$ cat config.mk
export PLATFORM = sky130hd
export DESIGN_NAME = tcc_ram
export DESIGN_NICKNAME = d
export VERILOG_FILES = /design/src/rtl/tcc_ram.sv
export SDC_FILE = /design/constraint.sdc
export NUM_CORES = 2
export LEC_CHECK = 0
export BUFFER_PORTS_ARGS = -buffer_cell sky130_fd_sc_hd__buf_2
export CAP_MARGIN = 20
export CORE_MARGIN = 5
export CORE_UTILIZATION = 25
export CTS_CLUSTER_SIZE = 8
export DETAILED_ROUTE_END_ITERATION = 8
export PLACE_DENSITY = 0.46
export REMOVE_ABC_BUFFERS = 1
export SLEW_MARGIN = 20
export SYNTH_ARGS = -nofsm -noshare
export SYNTH_HDL_FRONTEND = slang
export SYNTH_SLANG_ARGS = --single-unit
$ cat constraint.sdc
create_clock -name aclk -period 3.8 [get_ports aclk]
set_input_delay 0 -clock aclk [delete_from_list [all_inputs] [get_ports aclk]]
set_output_delay 0 -clock aclk [all_outputs]
set_load 0.005 [all_outputs]
$ cat src/rtl/tcc_ram.sv
// Generic single-clock RAM: one write port, one read port, registered read.
// No dependencies.
module tcc_ram #(
    parameter int WIDTH = 16,
    parameter int DEPTH = 256
) (
    input  logic                     aclk,
    input  logic                     we,
    input  logic [$clog2(DEPTH)-1:0] waddr,
    input  logic [WIDTH-1:0]         wdata,
    input  logic [$clog2(DEPTH)-1:0] raddr,
    output logic [WIDTH-1:0]         rdata
);

    logic [WIDTH-1:0] mem [DEPTH];
    logic [WIDTH-1:0] rdata_reg;

    always_ff @(posedge aclk) begin
        if (we) begin
            mem[waddr] <= wdata;
        end
        rdata_reg <= mem[raddr];
    end

    assign rdata = rdata_reg;

endmodule

Word level (Yosys, flattened, before mapping)
Memories as Yosys holds them, arrays and structs flattened. A register that Yosys moved wholly into a read port is not among the register bits.
Cells that the tools add are included.

operators by class
  multiplexer cells = 2

operators with widths
  kind    number
  $mux 1  2

word-level totals
  flip-flop bits (word level) = 0
  memory bits (writable) = 4096
  input port bits = 34
  output and inout port bits = 16
  logic and storage cells = 3
  memories = 1

memories
  memory  words  width  rd ports  clocked after memory_dff  wr ports  RTL line  source
  mem     256    16     1         1                         1         15        logic [WIDTH-1:0] mem [DEPTH];

Depth between registers and ports, before layout
  depth in word-level cells = 2
  gate-level depth with buffers = 12

Worst setup path after synthesis
No wires, ideal clock.

  kind = input -> register
  start = in waddr[3]
  end = mem mem[235][0] (enable)
  library setup time = 0.388 ns
  arrival = 1.777 ns
  setup slack = 1.635 ns
  stages on the path = 6
  cells stage by stage = clkbuf_1 > nor2b_1 > clkbuf_1 > nand4_1 > clkbuf_1 > nor2_1

RTL lines
  what         RTL line  source
  from (decl)  9         input logic [$clog2(DEPTH)-1:0] waddr,
  to (decl)    15

Straight into the memory's write port.

==> results.txt <==
----------------------------------------------------
[Routing]
  Average via count per standard cell ... 4.79
  Iter 0 DRT Violations ... 7,964
  Avg WL per Cell ... 29.1 µm
  Vias after detailed routing ... 80.4k
  Final wirelength ... 488,000 µm
  TritonRoute pass-1 iters ... 6
  Final ANT Viol Nets ... 0
  Remaining DRCs ... 0

[Yosys]
  Largest area contributor in the netlist ... sky130_fd_sc_hd__edfxtp_1
  EDFF count, synth ... 4,096
  Flops & latches, synth ... 4,112
  Post-synthesis async set-or-reset flop share ... 0%
  Area share of the leading cell type in the synthesized netlist ... 77.5%
  Synth unique cells ... 52
  Cell types occupying the most area after synthesis ... sky130_fd_sc_hd__edfxtp_1, sky130_fd_sc_hd__mux4_2, sky130_fd_sc_hd__mux2i_1
  Synth Cell Area ... 159,000 µm²
  Mean post-synth cell area ... 21.6 µm²
  Post-synthesis cell count ... 7,360
  Top flip-flop cell by instance count after synthesis ... sky130_fd_sc_hd__edfxtp_1
  Number of warnings reported in the yosys synthesis log ... 0
  Sequential area share after synthesis ... 77.7%

[Place]
  Final RePlAce weighted congestion ... 0.812
  Post-detailed-placement half-perimeter wirelength ... 295,000 µm
  Total of buffers placed on input and output ports ... 49
  Area post-placement ... 174,000 µm²
  Cell Count Post-Placement ... 16.0k
  Setup slack at placement ... 60.5 ps

[Worst setup path]
  Required time at the worst-slack endpoint ... 4740 ps
  Worst path cell trace ... mux4_2 -> mux2_2 -> a22oi_1 -> nand2_1 -> o32ai_1 -> buf_4 -> nor4_1
  Critical Path Start Type ... register
  Arrival time at the worst endpoint ... 3930 ps
  Slowest Stage Delay on Critical Path ... 840 ps
  Largest delay share family, worst path ... compound AO/OA/AOI/OAI gates
  WP buf/inv ... 1
  Crit Path Category ... register to register
  Worst-path maximum fanout ... 1
  Endpoint kind of the worst setup timing path ... register
  Max stage delay cell, worst path ... sky130_fd_sc_hd__o32ai_1

[Floorplanning]
  DIE AREA ... 651,000 µm²
  Horizontal extent of the die ... 807 µm
  Core ar. ... 633,000 µm²
  Die height ... 807 µm
  Initial Util ... 25.1%
  IO Count ... 50
  Row count ... 292

[Clock network]
  Buffer depth of the longest clock path ... 4
  Number of clock sinks seen by CTS ... 4,112
  CTS-repair resized insts ... 0
  H-tree level count ... 6
  Clock tree from TritonCTS ... yes
  Worst skew pair latency ... 1060 ps
  Number of buffers inserted during clock tree synthesis ... 585
  Clock-pin slew on the worst setup and hold paths ... 50 ps
  Root buffer cell ... sky130_fd_sc_hd__clkbuf_16

[Finish]
  Number of filler instances in the final layout ... 61.1k
  Number of flip-flops in the largest register ... 4,096
  Post-layout instance count excluding filler cells ... 16.8k
  Design area ... 190,000 µm²
  Fraction of final layout cells with drive strength greater than 1 ... 29.0%
  Layout area overhead ... 19.7%
  Final net count ... 8,272

[STA]
  Unrepaired setup endpoints after global routing ... no
  Period Utilization, post-route ... 78.5%
  Fin crit period ... 2980 ps
  # setup viols final ... 0
  Highest clock frequency the design can meet ... 0.335 GHz
  Clock tree skew after final layout ... 67.0 ps
  Setup WS post-layout ... 816 ps
  Endpoints failing hold ... 0
  Number of pins exceeding their max-slew limit in the final report ... 0
  Worst relative slew slack ... 17.8%
  Worst Max-Slew Pin Slew ... 1230 ps

[Global route]
  Antenna violations before repair ... 46
  Global router's overall resource usage ... 14.6%
  GRT overflow ... 0
  Global-route wire length before repair ... 673,000 µm
  Vias in the first global route ... 82.5k
  Pin count of the biggest net entering global routing ... 126

[Pwr]
  Max VDD drop ... 474 µV
  Pwr Density ... 538 nW/µm²
  Leakage power of the design ... 0.0595 µW
  Design Power ... 102,000 µW

[Flow run]
  Max-cap violation count ... 0

[Outcome]
  Outcome ... complete, no violations

[Hold path]
  Hold crit path type ... primary input to register

----------------------------------------------------
==> cells in the final DEF (no fill, tap or decap), types with 10 or more instances in the layout <==
cell type / instances
sky130_fd_sc_hd__buf_12: 84
sky130_fd_sc_hd__nor3_1: 90
sky130_fd_sc_hd__inv_6: 15
sky130_fd_sc_hd__nor2_2: 157
sky130_fd_sc_hd__o21ai_0: 37
sky130_fd_sc_hd__mux2_2: 88
sky130_fd_sc_hd__nor2_1: 146
sky130_fd_sc_hd__a22oi_1: 43
sky130_fd_sc_hd__o221ai_1: 252
sky130_fd_sc_hd__buf_8: 17
sky130_fd_sc_hd__nand3_1: 26
sky130_fd_sc_hd__clkinv_16: 17
sky130_fd_sc_hd__inv_16: 11
sky130_fd_sc_hd__nor4_1: 17
sky130_fd_sc_hd__and3_1: 11
sky130_fd_sc_hd__clkinv_8: 10
sky130_fd_sc_hd__buf_2: 28
sky130_fd_sc_hd__o22ai_1: 148
sky130_fd_sc_hd__nand2_1: 37
sky130_fd_sc_hd__o31ai_1: 16
sky130_fd_sc_hd__buf_4: 578
sky130_fd_sc_hd__clkbuf_16: 589
sky130_fd_sc_hd__nand4_1: 26
sky130_fd_sc_hd__diode_2: 17
sky130_fd_sc_hd__edfxtp_1: 4096
sky130_fd_sc_hd__a21oi_1: 175
sky130_fd_sc_hd__mux2i_1: 565
sky130_fd_sc_hd__o32ai_1: 15
sky130_fd_sc_hd__a22o_1: 32
sky130_fd_sc_hd__mux4_2: 797
sky130_fd_sc_hd__dfxtp_1: 16
sky130_fd_sc_hd__a211oi_1: 18
sky130_fd_sc_hd__dlygate4sd3_1: 33
sky130_fd_sc_hd__a221oi_1: 28
sky130_fd_sc_hd__clkbuf_1: 68
==> repair_timing <==
| action | 4_1_cts | 5_1_grt |
|---|---|---|
| setup buffers | 0 | 0 |
| hold buffers | 33 | 0 |
| endpoints found under the hold margin | 5168 | 0 |
==> area by class of cell <==
type	count	area, µm²	share of cell area, %
flip-flops and latches	4112	123000	64.9
multi-input cells	2792	33200	17.5
clock buffers	657	15000	7.89
well taps	8379	10500	5.52
repair buffers	743	6780	3.57
clock inverters	56	1060	0.557
diodes	17	42.5	0.0224
inverters	4	27.5	0.0145
==> worst reg2reg max path: cells and delay by family, from the launching register on <==
family / cells / cell delay, ps
and+or+nand+nor: 2 / 320
buffers and inverters: 1 / 290
DFF: 1 / 360
muxes: 2 / 780
AOI/OAI and AO/OA: 2 / 1140
==> stage by stage <==
step / TNS (ps) / util [%] / hold slack [ps]
CTS: 0 / 30.0 / 6.34
floorplan: -41140 / - / 98.9
global placement: 0 / 27.4 / 483
finish: 0 / 30.0 / 63.4
global route: 0 / 30.0 / 59.7
detailed placement: 0 / 27.4 / 494
==> synth_stat cells (11+ instances only) <==
master / n
sky130_fd_sc_hd__edfxtp_1: 4096
sky130_fd_sc_hd__mux4_2: 797
sky130_fd_sc_hd__mux2i_1: 565
sky130_fd_sc_hd__nor2_1: 304
sky130_fd_sc_hd__o221ai_1: 252
sky130_fd_sc_hd__clkbuf_1: 230
sky130_fd_sc_hd__a21oi_1: 175
sky130_fd_sc_hd__o22ai_1: 148
sky130_fd_sc_hd__nor3_1: 92
sky130_fd_sc_hd__mux2_2: 88
sky130_fd_sc_hd__buf_6: 77
sky130_fd_sc_hd__buf_2: 76
sky130_fd_sc_hd__a22oi_1: 43
sky130_fd_sc_hd__nand2_1: 38
sky130_fd_sc_hd__o21ai_0: 37
sky130_fd_sc_hd__nand3_1: 35
sky130_fd_sc_hd__a22o_1: 32
sky130_fd_sc_hd__a221oi_1: 28
sky130_fd_sc_hd__buf_1: 27
sky130_fd_sc_hd__buf_4: 26
sky130_fd_sc_hd__nand4_1: 26
sky130_fd_sc_hd__o32ai_1: 20
sky130_fd_sc_hd__a211oi_1: 18
sky130_fd_sc_hd__nor4_1: 17
sky130_fd_sc_hd__dfxtp_1: 16
sky130_fd_sc_hd__o31ai_1: 16
sky130_fd_sc_hd__and3_1: 11
sky130_fd_sc_hd__buf_8: 11
==> path summary, 6_finish.rpt <==
path,from,endpoint,slack [ps],cells after the start
max,mem[3][14]$_DFFE_PP_,rdata[14]$_DFF_P_,820,7
min,wdata[9],mem[17][9]$_DFFE_PP_,60,2
max reg2reg,mem[3][14]$_DFFE_PP_,rdata[14]$_DFF_P_,820,7
min reg2reg,mem[248][7]$_DFFE_PP_,rdata[7]$_DFF_P_,1050,6
==> report_power, final <==
group / switching [µW] / leakage, µW / internal [µW] / total, µW
combinational: 3340 / 0.0147 / 1760 / 5100
clock: 18900 / 0.00779 / 27800 / 46700
sequential: 149 / 0.0369 / 50100 / 50300
==> cell families (layout without fill, tap and decap cells) <==
family                 count (synthesis)  after routing  share of synthesized area (%)
multiplexers                        1450           1450                           15.5
AND/OR/NAND/NOR                      556            556                           1.57
buffers and inverters                456           1460                           1.69
flip-flops                          4112           4112                           77.7
AO/OA/AOI/OAI                        786            786                           3.54
other                                  0             17                              0
==> per-layer routing <==
layer  GRT usage [%]  part of all wire (%)  wire, µm
met5               0                 0.013        62
met4            4.23                   3.0     14600
met3            2.34                   6.3     30600
met2            24.1                    48    236000
met1            19.7                    42    207000
No activity file was read; power rests on OpenSTA's default activity.
